[config.mk]
export PLATFORM = sky130hd
export DESIGN_NAME = gpps_ctrl
export DESIGN_NICKNAME = d
export VERILOG_FILES = /design/src/hw/rtl/gpps_pkg.sv /design/src/hw/rtl/gpps_ctrl.sv
export SDC_FILE = /design/constraint.sdc
export NUM_CORES = 1
export LEC_CHECK = 0
export ABC_CLOCK_PERIOD_IN_PS = 3150
export BUFFER_PORTS_ARGS = -buffer_cell sky130_fd_sc_hd__buf_2
export CORE_AREA = 2 2 39 41
export DETAILED_ROUTE_END_ITERATION = 8
export DIE_AREA = 0 0 41 43
export REMOVE_ABC_BUFFERS = 1
export SYNTH_ARGS = -nofsm -noshare
export SYNTH_HDL_FRONTEND = slang
export SYNTH_SLANG_ARGS = --single-unit
[constraint.sdc]
create_clock -name i_clk -period 3.15 [get_ports i_clk]
set_clock_uncertainty 0.15 [all_clocks]
set_input_delay 0.1575 -clock i_clk [delete_from_list [all_inputs] [get_ports i_clk]]
set_output_delay 0.1575 -clock i_clk [all_outputs]
set_load 0.02 [all_outputs]
[src/hw/rtl/gpps_pkg.sv]
// shared constants and controller/datapath command and status types
// for the goldbach prime pair search; no dependencies
`default_nettype none

package gpps_pkg;

    // data width of the number and of both primes
    localparam int unsigned WIDTH = 32;
    // bits of the divider step counter
    localparam int unsigned CNT_W = $clog2(WIDTH);
    // first candidate and first trial divisor; smallest value with a pair
    localparam logic [WIDTH-1:0] TWO = WIDTH'(2);
    localparam logic [WIDTH-1:0] FOUR = WIDTH'(4);

    // controller to datapath
    typedef struct packed {
        logic load;       // capture input word, candidate back to two
        logic test_init;  // pick number under test, divisor back to two
        logic test_sel;   // 0: test candidate, 1: test value minus candidate
        logic div_start;  // load divider with number under test
        logic div_step;   // one restoring division step
        logic d_inc;      // next trial divisor
        logic i_next;     // next candidate (2, 3, 5, 7, 9, ...)
        logic out_load;   // capture result into the output register
        logic out_found;  // result carries a pair
    } t_dp_cmd;

    // datapath to controller
    typedef struct packed {
        logic lt_four;    // value below four
        logic odd;        // value is odd
        logic i_ge_v;     // candidate has reached or run past the value
        logic n_lt2;      // number under test is 0 or 1
        logic div_last;   // last division step in progress
        logic d_gt_q;     // divisor above quotient: no divisor left to try
        logic rem_zero;   // remainder zero: divisor found
    } t_dp_sts;

endpackage

`default_nettype wire

[src/hw/rtl/gpps_ctrl.sv]
// controller state machine: candidate loop, trial-division loop, output handshake
// depends on gpps_pkg
`default_nettype none

module gpps_ctrl
    import gpps_pkg::*;
(
    input  wire logic    i_clk,
    input  wire logic    i_rst_n,
    input  wire logic    i_in_valid,
    output logic         o_in_ready,
    input  wire logic    i_out_ready,
    output logic         o_out_valid,
    input  wire t_dp_sts i_sts,
    output t_dp_cmd      o_cmd
);

    localparam logic [2:0] S_IDLE  = 3'd0;
    localparam logic [2:0] S_SETUP = 3'd1;
    localparam logic [2:0] S_CHK   = 3'd2;
    localparam logic [2:0] S_DIV   = 3'd3;
    localparam logic [2:0] S_EVAL  = 3'd4;
    localparam logic [2:0] S_NEXT  = 3'd5;
    localparam logic [2:0] S_DONE  = 3'd6;

    logic [2:0] r_state, n_state;
    logic       r_phase2, n_phase2;   // testing value minus candidate
    logic       r_found, n_found;
    logic       r_out_valid, n_out_valid;
    logic       test_done;
    logic       test_prime;

    always_comb begin
        o_cmd      = '0;
        n_state    = r_state;
        n_phase2   = r_phase2;
        n_found    = r_found;
        test_done  = 1'b0;
        test_prime = 1'b0;

        unique case (r_state)
            S_IDLE: begin
                if (i_in_valid) begin
                    o_cmd.load = 1'b1;
                    n_state    = S_SETUP;
                end
            end
            S_SETUP: begin
                if (i_sts.lt_four) begin
                    n_found = 1'b0;
                    n_state = S_DONE;
                end else begin
                    // odd value: only the pair (2, value - 2) can work
                    o_cmd.test_init = 1'b1;
                    o_cmd.test_sel  = i_sts.odd;
                    n_phase2        = i_sts.odd;
                    n_state         = S_CHK;
                end
            end
            S_CHK: begin
                if (i_sts.n_lt2) begin
                    test_done = 1'b1;
                end else begin
                    o_cmd.div_start = 1'b1;
                    n_state         = S_DIV;
                end
            end
            S_DIV: begin
                o_cmd.div_step = 1'b1;
                if (i_sts.div_last) begin
                    n_state = S_EVAL;
                end
            end
            S_EVAL: begin
                if (i_sts.d_gt_q) begin
                    test_done  = 1'b1;
                    test_prime = 1'b1;
                end else if (i_sts.rem_zero) begin
                    test_done = 1'b1;
                end else begin
                    o_cmd.d_inc = 1'b1;
                    n_state     = S_CHK;
                end
            end
            S_NEXT: begin
                if (i_sts.odd || i_sts.i_ge_v) begin
                    n_found = 1'b0;
                    n_state = S_DONE;
                end else begin
                    o_cmd.test_init = 1'b1;
                    o_cmd.test_sel  = 1'b0;
                    n_phase2        = 1'b0;
                    n_state         = S_CHK;
                end
            end
            S_DONE: begin
                if (!r_out_valid || i_out_ready) begin
                    o_cmd.out_load  = 1'b1;
                    o_cmd.out_found = r_found;
                    n_state         = S_IDLE;
                end
            end
            default: begin
                n_state = S_IDLE;
            end
        endcase

        // end of one primality test
        if (test_done) begin
            if (test_prime && r_phase2) begin
                n_found = 1'b1;
                n_state = S_DONE;
            end else if (test_prime) begin
                o_cmd.test_init = 1'b1;
                o_cmd.test_sel  = 1'b1;
                n_phase2        = 1'b1;
                n_state         = S_CHK;
            end else begin
                o_cmd.i_next = 1'b1;
                n_state      = S_NEXT;
            end
        end
    end

    always_comb begin
        if (o_cmd.out_load) begin
            n_out_valid = 1'b1;
        end else if (i_out_ready) begin
            n_out_valid = 1'b0;
        end else begin
            n_out_valid = r_out_valid;
        end
    end

    always_ff @(posedge i_clk) begin
        if (!i_rst_n) begin
            r_state     <= S_IDLE;
            r_phase2    <= 1'b0;
            r_found     <= 1'b0;
            r_out_valid <= 1'b0;
        end else begin
            r_state     <= n_state;
            r_phase2    <= n_phase2;
            r_found     <= n_found;
            r_out_valid <= n_out_valid;
        end
    end

    assign o_in_ready  = r_state == S_IDLE;
    assign o_out_valid = r_out_valid;

    // a pending result is never overwritten
    a_no_overwrite: assert property (@(posedge i_clk) disable iff (!i_rst_n)
        o_cmd.out_load |-> (!r_out_valid || i_out_ready))
        else $error("result register overwritten while still pending");

    a_load_shows: assert property (@(posedge i_clk) disable iff (!i_rst_n)
        o_cmd.out_load |=> o_out_valid)
        else $error("loaded result not presented");

    a_div_to_eval: assert property (@(posedge i_clk) disable iff (!i_rst_n)
        (r_state == S_DIV && i_sts.div_last) |=> r_state == S_EVAL)
        else $error("division did not end in evaluation");

    a_accept_setup: assert property (@(posedge i_clk) disable iff (!i_rst_n)
        (i_in_valid && o_in_ready) |=> r_state == S_SETUP)
        else $error("accepted word not set up");

endmodule

`default_nettype wire

# Word level (Yosys, flattened, before mapping)
# Index checks and enable logic that the tools add are counted.
# Widths: inputs -> output; s select.
# op_classes
reduce_logical	7
muxes	50
n_eq_ne	12
# ops
operator	count
$mux 3	11
$mux 1	27
$pmux 3 s7	1
$ne 3x3->1 const B	5
$mux 2	7
$eq 3x3->1 const B	3
$eq 3x2->1 const B	2
$pmux 1 s2	3
$reduce_and 6->1	1
$pmux 2 s2	1
$eq 3x1->1 const B	1
$logic_not 3->1	1
$ne 3x2->1 const B	1
$logic_or 1x1->1	2
$reduce_bool 2->1	1
$logic_and 1x1->1	1
$logic_not 1->1	1
# totals
output_inout_bits	11
input_bits	11
ff_bits	6

# Longest topological paths before layout
# logic_depth
depth_word	6
ltp_mapped	5
ltp_nobuf	4

# Worst setup path before layout
# OpenSTA, ideal clock, no wires.
# synth_path
kind	register to output
from	register r_state[2]
to	output o_cmd[8] (netlist name)
stages_incl_launch_ff	4
required_ns	2.842
n_path_buf	1
arrival_ns	1.393
setup_slack_ns	1.449
cell_sequence	dfxtp_1 clkbuf_1 nor3_1 and2_1
# synth_rtl
element	line_no	text
from (decl)	gpps_ctrl.sv:26	logic [2:0] r_state, n_state;
from (signal assigned)	gpps_ctrl.sv:142	r_state <= n_state;
to (decl)	gpps_ctrl.sv:15	output t_dp_cmd o_cmd

==> impl_metrics.toml <==
[status]
status = "complete, no violations"

[clock_tree]
cts-resized-gates = 0
clk_pin_slew_ns = 0.05
holdBufCountCts = 0
post_cts_buffers = 0
ctsHtreeMaxLevel = 1
cts_tree = "done"
cts_made_buffers = 3
cts_root_buf = "clkbuf_4"
clk_latency_ns = 0.25
cts_buffer_depth = 2
cts.sinks = 6

[synth]
synth_most_common_cell = "nor2_1"
synthTopCellsByArea = "dfxtp_1 (26%), nor2_1 (8.2%), nand2b_1 (6.8%), a21oi_1 (6.6%), nor3_1 (5.5%)"
synth_top_area_share = 0.262
ys_types = 28
syn_area_um2 = 458
synth_top_cells_by_count = "nor2_1 (10), a21oi_1 (6), dfxtp_1 (6)"
ys_ff_latch = 6
syn_avg_cell_area_um2 = 6.83
synth_flop_cell = "dfxtp_1"
synth_area_leader_cell = "dfxtp_1"
yosysWarnings = 0
synth_edf_count = 0
synth_cells = 67
async_flop_share = 0
ys_seq_area_frac = 0.262

[final_layout]
fin_nets = 100
finalNonFillerCells = 103
fin_util = 0.423
num_antenna_cells = 0
syn_to_final_growth_pct = 27.9
drive_above_1_share = 0.299

[global_routing]
antenna_found_initial = 0
grt_use_total = 0.146
grt_pass1_vias = 383
grt_pass1_wl_um = 1650
grt_max_degree = 16
overflow = 0

[critical_path]
crit_path_max_incr_delay_ns = 0.57
cp-endpoint = "o_cmd[6]"
path_cells = "or3b_1, nor3b_2, a31o_2, buf_2"
path_depth = 4
required_ns = 2.84
setup.worst_path.start = "r_state[2]"
rr_endpoint = "r_state[2]"
path_delay_family = "simple AND/OR/NAND/NOR gates"
critPathKind = "reg -> out"
reg2reg_depth = 4
cp_slowest_cell = "dfxtp_1"
worst_setup_path_start_kind = "flop"
crit_arrival_ns = 1.80
r2r_setup_slack_ns = 1.42
worst-path-max-fanout = 15
path_buf_inv = 1
timing.rr.start = "r_state[2]"
worst_setup_path_end_kind = "output pin"

[placement]
dpl.cell_count = 100
gp_congestion = 0.773
port_buffers = 21
dpl.hpwl_um = 862

[sta]
tns_ns = 0
rsz0062_at_grt = "false"
fmax_ghz = 0.475
post-route-min-period_ns = 2.11
whs_ns = 0.0334
finalSetupViolations = 0
hold_viol = 0
relSlewSlack = 0.720
worst_pin_slew_ns = 0.420
slew_violations = 0
fin_crit_sh = 0.669

[routing]
ant_nets = 0
vias = 522
wirelength_um = 1180
wire_per_inst_um = 11.4
drt_first_pass_iters = 4
drtIter0Drc = 25
drt-vias-per-instance = 5.07
drc_errors = 0

[pwr]
power.total_mw = 0.371
cellPowerDensity_mw_per_mm2 = 634
ir_drop_mv = 0.287
p_leak_nw = 0.278

[die]
initial_core_util = 0.331
io_pins = 22
die_y_um = 43
die_x_um = 41
num_rows = 14
core_area_mm2 = 0.00138
die-area_mm2 = 0.00176

[flow_run]
cap_violations = 0

[hold_path]
hp-class = "in -> reg"
-- state kept, by name, summed over array words and instances, names as in the netlist --
name and count:
r_found 1, o_out_valid 1, r_phase2 1, r_state 3
-- worst register-to-register path, cell delays in order, from the launching register on --
cell	delay, ns
dfxtp_1	0.57
or3b_1	0.45
o22ai_1	0.20
a21oi_1	0.06
o31ai_1	0.21
-- final cells by class --
class / count / area [µm²]
sequential: 6 / 120
fill: 155 / 798
inverter: 4 / 15.0
tap: 16 / 20.0
multi-input combinational: 53 / 303
clock buffer: 3 / 22.5
timing repair buffer: 21 / 105
-- per-layer routing --
layer,GRT usage,routed length [µm],up-vias
met5,0,0,-
met4,0.120,19,0
met3,0.0471,83,2
met2,0.181,505,19
met1,0.194,566,225
li1,-,-,276
-- metrics by stage --
stage | area (µm²) | worst slack, ns
4_1_cts | 586 | 1.03
2_1_floorplan | 438 | 1.45
3_5_place_dp | 563 | 1.31
5_1_grt | 586 | 0.876
3_3_place_gp | 563 | 1.32
6_report | 586 | 1.04
-- cells by family (layout without fill, tap and decap cells) --
| group | count (synthesis) | after routing | share of synthesized area |
|---|---|---|---|
| AO/OA/AOI/OAI | 18 | 18 | 0.249 |
| buffers and inverters | 8 | 28 | 0.0765 |
| flip-flops | 6 | 6 | 0.262 |
| AND/OR/NAND/NOR | 35 | 35 | 0.413 |
-- cells in the final DEF, fill, tap and decap left out, types with 2 or more instances in the layout --
| master | instances |
|---|---|
| nor3_1 | 5 |
| nor2_1 | 10 |
| nor2b_1 | 2 |
| a31oi_1 | 2 |
| and2_1 | 3 |
| dfxtp_1 | 6 |
| buf_2 | 21 |
| a21oi_1 | 6 |
| nand2b_1 | 5 |
| inv_1 | 4 |
| nand2_1 | 3 |
| o21ai_0 | 3 |
| clkbuf_4 | 3 |
-- report_power, final --
group,switching (mW),internal [mW],total [mW]
logic,0.0993,0.0695,0.169
registers,0.0388,0.0905,0.129
clock network,0.0300,0.0432,0.0733
-- worst min path at each step --
stage | start | endpoint | slack [ns] | cells past startpoint
2_1_floorplan | i_rst_n | r_phase2 | 0.12 | 1
3_3_place_gp | i_rst_n | r_phase2 | 0.29 | 2
3_5_place_dp | i_rst_n | r_phase2 | 0.29 | 2
4_1_cts | i_rst_n | r_phase2 | 0.03 | 2
5_1_grt | i_rst_n | r_phase2 | 0.04 | 2
6_report | i_rst_n | r_phase2 | 0.03 | 2
No activity file was read; power rests on OpenSTA's default activity.
