===== config.mk =====
export PLATFORM = sky130hd
export DESIGN_NAME = gpps_datapath
export DESIGN_NICKNAME = d
export VERILOG_FILES = /design/src/hw/rtl/gpps_pkg.sv /design/src/hw/rtl/gpps_datapath.sv
export SDC_FILE = /design/constraint.sdc
export NUM_CORES = 1
export LEC_CHECK = 0
export BUFFER_PORTS_ARGS = -buffer_cell sky130_fd_sc_hd__clkbuf_2
export CAP_MARGIN = 25
export CORE_ASPECT_RATIO = 1.5
export CORE_MARGIN = 5
export CORE_UTILIZATION = 41
export CTS_CLUSTER_SIZE = 10
export DETAILED_ROUTE_END_ITERATION = 16
export PLACE_DENSITY = 0.69
export SLEW_MARGIN = 40
export SYNTH_ARGS = -nofsm -noshare
export SYNTH_HDL_FRONTEND = slang
export SYNTH_SLANG_ARGS = --single-unit

===== constraint.sdc =====
create_clock -name i_clk -period 2.7 [get_ports i_clk]
set_input_delay 0.54 -clock i_clk [delete_from_list [all_inputs] [get_ports i_clk]]
set_output_delay 0.54 -clock i_clk [all_outputs]
set_load 0.01 [all_outputs]

===== src/hw/rtl/gpps_pkg.sv =====
// shared constants and controller/datapath command and status types
// for the goldbach prime pair search; no dependencies
`default_nettype none

package gpps_pkg;

    // data width of the number and of both primes
    localparam int unsigned WIDTH = 32;
    // bits of the divider step counter
    localparam int unsigned CNT_W = $clog2(WIDTH);
    // first candidate and first trial divisor; smallest value with a pair
    localparam logic [WIDTH-1:0] TWO = WIDTH'(2);
    localparam logic [WIDTH-1:0] FOUR = WIDTH'(4);

    // controller to datapath
    typedef struct packed {
        logic load;       // capture input word, candidate back to two
        logic test_init;  // pick number under test, divisor back to two
        logic test_sel;   // 0: test candidate, 1: test value minus candidate
        logic div_start;  // load divider with number under test
        logic div_step;   // one restoring division step
        logic d_inc;      // next trial divisor
        logic i_next;     // next candidate (2, 3, 5, 7, 9, ...)
        logic out_load;   // capture result into the output register
        logic out_found;  // result carries a pair
    } t_dp_cmd;

    // datapath to controller
    typedef struct packed {
        logic lt_four;    // value below four
        logic odd;        // value is odd
        logic i_ge_v;     // candidate has reached or run past the value
        logic n_lt2;      // number under test is 0 or 1
        logic div_last;   // last division step in progress
        logic d_gt_q;     // divisor above quotient: no divisor left to try
        logic rem_zero;   // remainder zero: divisor found
    } t_dp_sts;

endpackage

`default_nettype wire


===== src/hw/rtl/gpps_datapath.sv =====
// datapath: value, candidate, trial divisor, restoring divider, result registers
// depends on gpps_pkg
`default_nettype none

module gpps_datapath
    import gpps_pkg::*;
(
    input  wire logic             i_clk,
    input  wire logic [WIDTH-1:0] i_value,
    input  wire t_dp_cmd          i_cmd,
    output t_dp_sts               o_sts,
    output logic [WIDTH-1:0]      o_prime_low,
    output logic [WIDTH-1:0]      o_prime_high,
    output logic                  o_found
);

    logic [WIDTH-1:0] r_value;
    logic [WIDTH-1:0] r_i;
    logic [WIDTH-1:0] r_n;
    logic [WIDTH-1:0] r_d;
    logic [WIDTH-1:0] r_q;
    logic [WIDTH:0]   r_rem;
    logic [CNT_W-1:0] r_cnt;
    logic [WIDTH-1:0] r_lo;
    logic [WIDTH-1:0] r_hi;
    logic             r_found;

    logic [WIDTH-1:0] partner;
    logic [WIDTH:0]   rem_sh;
    logic [WIDTH:0]   diff;
    logic             fits;

    assign partner = r_value - r_i;
    assign rem_sh  = {r_rem[WIDTH-1:0], r_q[WIDTH-1]};
    assign diff    = rem_sh - {1'b0, r_d};
    assign fits    = rem_sh >= {1'b0, r_d};

    always_ff @(posedge i_clk) begin
        if (i_cmd.load) begin
            r_value <= i_value;
            r_i     <= TWO;
        end else if (i_cmd.i_next) begin
            r_i <= (r_i == TWO) ? WIDTH'(3) : r_i + WIDTH'(2);
        end

        if (i_cmd.test_init) begin
            r_n <= i_cmd.test_sel ? partner : r_i;
            r_d <= TWO;
        end else if (i_cmd.d_inc) begin
            r_d <= r_d + WIDTH'(1);
        end

        // restoring divide, one quotient bit a cycle
        if (i_cmd.div_start) begin
            r_q   <= r_n;
            r_rem <= '0;
            r_cnt <= '0;
        end else if (i_cmd.div_step) begin
            r_rem <= fits ? diff : rem_sh;
            r_q   <= {r_q[WIDTH-2:0], fits};
            r_cnt <= r_cnt + CNT_W'(1);
        end

        if (i_cmd.out_load) begin
            r_lo    <= i_cmd.out_found ? r_i : '0;
            r_hi    <= i_cmd.out_found ? partner : '0;
            r_found <= i_cmd.out_found;
        end
    end

    assign o_sts.lt_four  = r_value < FOUR;
    assign o_sts.odd      = r_value[0];
    assign o_sts.i_ge_v   = r_i >= r_value;
    assign o_sts.n_lt2    = r_n < TWO;
    assign o_sts.div_last = r_cnt == CNT_W'(WIDTH - 1);
    assign o_sts.d_gt_q   = r_d > r_q;
    assign o_sts.rem_zero = r_rem == '0;

    assign o_prime_low  = r_lo;
    assign o_prime_high = r_hi;
    assign o_found      = r_found;

endmodule

`default_nettype wire


Word level (Yosys, flattened, before mapping) --
Cells that the tools add are included.
Storage, ports and cells: register bits 263, bits in latches 0, RAM bits 0, memory bits (read-only) 0, input port bits 42, output and inout port bits 72, word-level logic and storage cells 29, memories 0
Cells by class: add/subtract/negate cells 5, $mul 0, divide/modulo/power cells 0, magnitude comparators 5, equality and inequality tests 2, shift operators 0, muxes and demuxes 5, bitwise logic cells 0, reduce and logical (&&, ||, !) cells 2
Operator list (count):
- 32-bit 2-to-1 mux | 4
- 33-bit by 32-bit greater-or-equal comparator with 1-bit output | 1
- 33-bit zero test | 1
- 33-bit 2-to-1 mux | 1
- 33-bit by 32-bit subtractor with 33-bit output | 1
- 32-bit by 1-bit adder with 32-bit output, second input constant | 1
- 32-bit by 2-bit adder with 32-bit output, second input constant | 1
- 32-bit by 2-bit == test with 1-bit output, second input constant | 1
- 32-bit greater-or-equal comparator | 1
- 32-bit greater-than comparator | 1
- 32-bit by 2-bit < comparator with 1-bit output, second input constant | 1
- 32-bit by 3-bit < comparator with 1-bit output, second input constant | 1
- 32-bit subtractor | 1
- 5-bit by 1-bit adder with 5-bit output, second input constant | 1
- 5-bit == test, second input constant | 1
- 2-bit nonzero test | 1

Depth between registers and ports, before layout --
depth in word-level cells 3, depth in mapped cells 13, depth with buffers taken out 11

Least setup slack after synthesis --
Ideal clock, no wire load.
path kind register to register, start point register r_d[0], end point register r_rem[30], setup time 0.116 ns, arrival time 2.700 ns, required time 2.584 ns, slack -0.116 ns, stages on the path, launching flop included 11, buffers on the path 0, clock period less this slack 2.816 ns, cells stage by stage dfxtp_1 -> ha_1 -> fa_1 -> nor2b_1 -> o2111ai_1 -> nand4_1 -> a21oi_2 -> nor3b_1 -> nor3_1 -> or4b_1 -> a31o_2
On the way: word-level cells in the longest chain between the ends 2, elaborated cells on any way between the ends 3, those cells by class add/sub: 1; order compare: 1; mux: 1
Ends and longest elaborated chain:
- start, declared | line gpps_datapath.sv:20 | logic [WIDTH-1:0] r_d;
- start signal, assigned | line gpps_datapath.sv:50 | r_d <= r_d + WIDTH'(1);
- 33-bit by 32-bit subtractor with 33-bit output or 33-bit by 32-bit greater-or-equal comparator with 1-bit output (tied branches) | line gpps_datapath.sv:35, gpps_datapath.sv:36
- 33-bit 2-to-1 mux * | line gpps_datapath.sv:59 | r_rem <= fits ? diff : rem_sh;
- end signal, assigned | line gpps_datapath.sv:59
- end, declared | line gpps_datapath.sv:22 | logic [WIDTH:0] r_rem;
Mark *: on every way between the ends. The rest lies on a longest branch, timed or not. A chain may end at the register's enable or synchronous reset.

==> flow_metrics.py <==
metrics = {
    "cells_and_area": {
        "drive_gt1_frac": 0.367,
        "seq_area_um2": 6900,
        "fin_nets": 2197,
        "n_antenna_cell": 0,
        "multi_input_gate_area_in_the_final_layout_um2": 8980,
        "fillerInstances": 3015,
        "area_growth_pct": 42.7,
    },
    "sta": {
        "maxClockFrequency_mhz": 296,
        "worst-slew-pin-transition_ns": 0.820,
        "grt_setup_unrepaired": "yes",
        "worst_slack_ns": -0.679,
        "setup_viol": 15,
        "timing.final.crit_share": 1.25,
        "slew_violations": 0,
        "final_clock_skew_ns": 0.0229,
        "finalCriticalPeriod_ns": 3.38,
        "hold_viol": 0,
        "worst_hold_slack_ns": 0.131,
        "slew_headroom": 0.453,
    },
    "placed_design": {
        "port-buffer-count": 113,
        "dp.final_hpwl_um": 34900,
        "gpl.final_weighted_congestion": 0.953,
        "post-place-ws_ns": -0.346,
    },
    "critical_path": {
        "setup.reg_to_reg.worst_slack_ns": -0.23,
        "cp.required_ns": 2.16,
        "startpoint_types": "register",
        "crit_slowest_cell": "sky130_fd_sc_hd__edfxtp_1",
        "endpoint_kind": "primary output",
        "crit_type": "reg -> out",
        "critical_path_buf_inv_count": 1,
        "path_cells": "ha_4 -> a21oi_4 -> o21ai_4 -> o41ai_4 -> o221ai_2 -> o21bai_4 -> a211oi_2 -> o21a_1 -> buf_2",
        "worst_path_dominant_cell_family": "compound AO/OA/AOI/OAI gates",
        "cp_data_arrival_time_ns": 2.84,
        "worst_path_largest_cell_delay_ns": 0.42,
        "path_max_fanout": 2,
    },
    "pwr": {
        "p_per_area_nw_per_um2": 859,
        "cellLeakagePower_nw": 8.86,
        "worst_ir_drop_vdd_mv": 0.533,
    },
    "die": {
        "placeableCoreArea_um2": 36500,
        "boundaryPins": 114,
        "fp.dieW_um": 166,
        "vertical_die_dimension_um": 245,
        "placement_rows": 86,
        "initial_core_utilization": 0.412,
        "dieArea_um2": 40700,
    },
    "cts": {
        "cts_num_sinks": 263,
        "tritoncts.num_buffers": 31,
        "cts_tree": "yes",
        "cts_htree_levels": 1,
        "cts_hold_repair.buffers": 0,
        "worstSkewPairLatency_ns": 0.58,
        "cts.path.max_buffers": 3,
        "cts.reportedPaths.clkPinSlew_ns": 0.06,
        "cts_root_buffer": "sky130_fd_sc_hd__clkbuf_16",
    },
    "routing": {
        "ant_nets": 0,
        "avgRoutedWirePerCell_um": 18.4,
        "vias_per_cell": 5.40,
        "drcViolationCount": 0,
        "number_of_vias_in_the_routed_layout": 13800,
        "drt_pre_antenna_iters": 7,
        "wl_um": 47000,
        "drt_first_iter_violations": 790,
    },
    "status": {
        "violated_checks": "setup timing",
        "status": "finished, violations left",
    },
    "yosys": {
        "synth_seq_area_share": 0.457,
        "avgSynthCellArea_um2": 9.48,
        "synth_enable_flop_cells": 161,
        "synth_ff_type": "sky130_fd_sc_hd__edfxtp_1",
        "synth_largest_area_cell": "sky130_fd_sc_hd__edfxtp_1",
        "synthCells": 1587,
        "asyncSetResetFlopFracSynth": 0,
        "ys_top_cells_by_count": "sky130_fd_sc_hd__nor2_1 (184), sky130_fd_sc_hd__edfxtp_1 (161), sky130_fd_sc_hd__nand2_1 (141)",
        "post_synth_and_or_nand_nor_area_fraction": 0.185,
        "synthTopCellsByArea": "sky130_fd_sc_hd__edfxtp_1 (32%), sky130_fd_sc_hd__dfxtp_1 (14%), sky130_fd_sc_hd__ha_1 (8.3%), sky130_fd_sc_hd__nor2_1 (4.6%), sky130_fd_sc_hd__xnor2_1 (4.5%)",
        "synth_seq_cells": 263,
        "synth_nets": 1731,
        "synth.cell_area_um2": 15000,
        "synth_fa_ha_area_frac": 0.0859,
        "ys_warn_count": 0,
        "synth_mux_area_frac": 0.0250,
        "synth_top_family_by_area": "simple AND/OR/NAND/NOR gates",
        "synth.distinct_cells": 75,
        "synth_compound_area_frac": 0.144,
        "synth-xor-area-share": 0.0565,
        "proportion_of_netlist_area_held_by_the_largest_area_contributor": 0.322,
        "most_repeated_cell_in_the_gate_level_netlist_after_synthesis": "sky130_fd_sc_hd__nor2_1",
    },
    "global_route": {
        "first_global_vias": 14200,
        "grt_max_degree": 89,
        "antenna_found_initial": 0,
        "globalRouteTotalUtil": 0.219,
        "global_route_wire_length_before_repair_um": 72700,
        "global_route.overflow_total": 0,
    },
    "worst_hold_path": {
        "hold_path_class": "in -> reg",
    },
    "run": {
        "maxCapViolCount": 0,
    },
}
==> where the power goes <==
part           switching [mW]  leakage (nW)  internal, mW
clock                    1.64         0.428          2.14
combinational            4.77          5.95          4.86
sequential              0.300          2.48          4.73
==> final timing paths <==
path | from | end | cells after the start
hold / removal | i_value[6] | r_value[6] | 1
setup reg to reg | r_q[31] | r_rem[30] | 13
setup / recovery | r_value[15] | o_sts[4] | 9
hold reg to reg | r_cnt[4] | r_cnt[4] | 2
==> routing by layer <==
| layer | part of all wire | track usage | vias up |
|---|---|---|---|
| met4 | 0.064 | 0.117 | 0 |
| li1 | - | - | 6669 |
| met1 | 0.36 | 0.232 | 6554 |
| met3 | 0.043 | 0.0267 | 167 |
| met2 | 0.53 | 0.420 | 439 |
| met5 | 0 | 0 | - |
==> per-stage QoR <==
| stage | TNS, ns | utilization | area [µm²] | instances | total power [mW] |
|---|---|---|---|---|---|
| 2_1_floorplan | -0.0158 | - | 15100 | 1587 | 9.12 |
| 3_3_place_gp | -4.18 | 0.511 | 18600 | 2468 | 12.1 |
| 3_5_place_dp | -6.82 | 0.511 | 18600 | 2468 | 12.3 |
| 4_1_cts | -2.03 | 0.557 | 20300 | 2535 | 16.7 |
| 5_1_grt | -6.15 | 0.588 | 21500 | 2562 | 19.4 |
| 6_report | -2.37 | 0.588 | 21500 | 2562 | 18.4 |
==> cell type report <==
class | instances | share of cell area
flip-flops and latches | 263 | 0.321
inverters | 120 | 0.0210
clock inverters | 5 | 0.00134
well taps | 484 | 0.0282
clock buffers | 53 | 0.0400
multi-input cells | 1144 | 0.418
repair buffers | 493 | 0.170
==> cell usage in the layout (no fill, tap or decap), drive strengths merged, types with 78 or more instances in the layout <==
master / Yosys / final
edfxtp: 161 / 161
clkbuf: 41 / 163
buf: 19 / 383
xnor2: 78 / 78
o21ai: 82 / 82
nor2: 185 / 185
dfxtp: 102 / 102
inv: 119 / 120
ha: 100 / 100
nand2: 142 / 142
==> logic make-up after synthesis <==
family / count (synthesis)
buffers and inverters: 180
adder cells (fa/ha/maj): 102
AO/OA/AOI/OAI: 324
XOR/XNOR: 97
flip-flops: 263
AND/OR/NAND/NOR: 585
multiplexers: 36
==> timing repair <==
item / in CTS / in global routing
cloned: 0 / 1
setup endpoints to repair: 72 / 71
endpoints found under the hold margin: 0 / 0
setup buffers: 17 / 35
gates resized for setup: 137 / 188
pin swaps: 52 / 114
==> sequential cells by signal (all words and copies together), names as in the netlist <==
signal	flops
r_rem	33
o_prime_high	32
o_prime_low	32
r_d	32
r_i	32
r_n	32
r_q	32
r_value	32
r_cnt	5
o_found	1
Power figures use the tool's default switching activity.
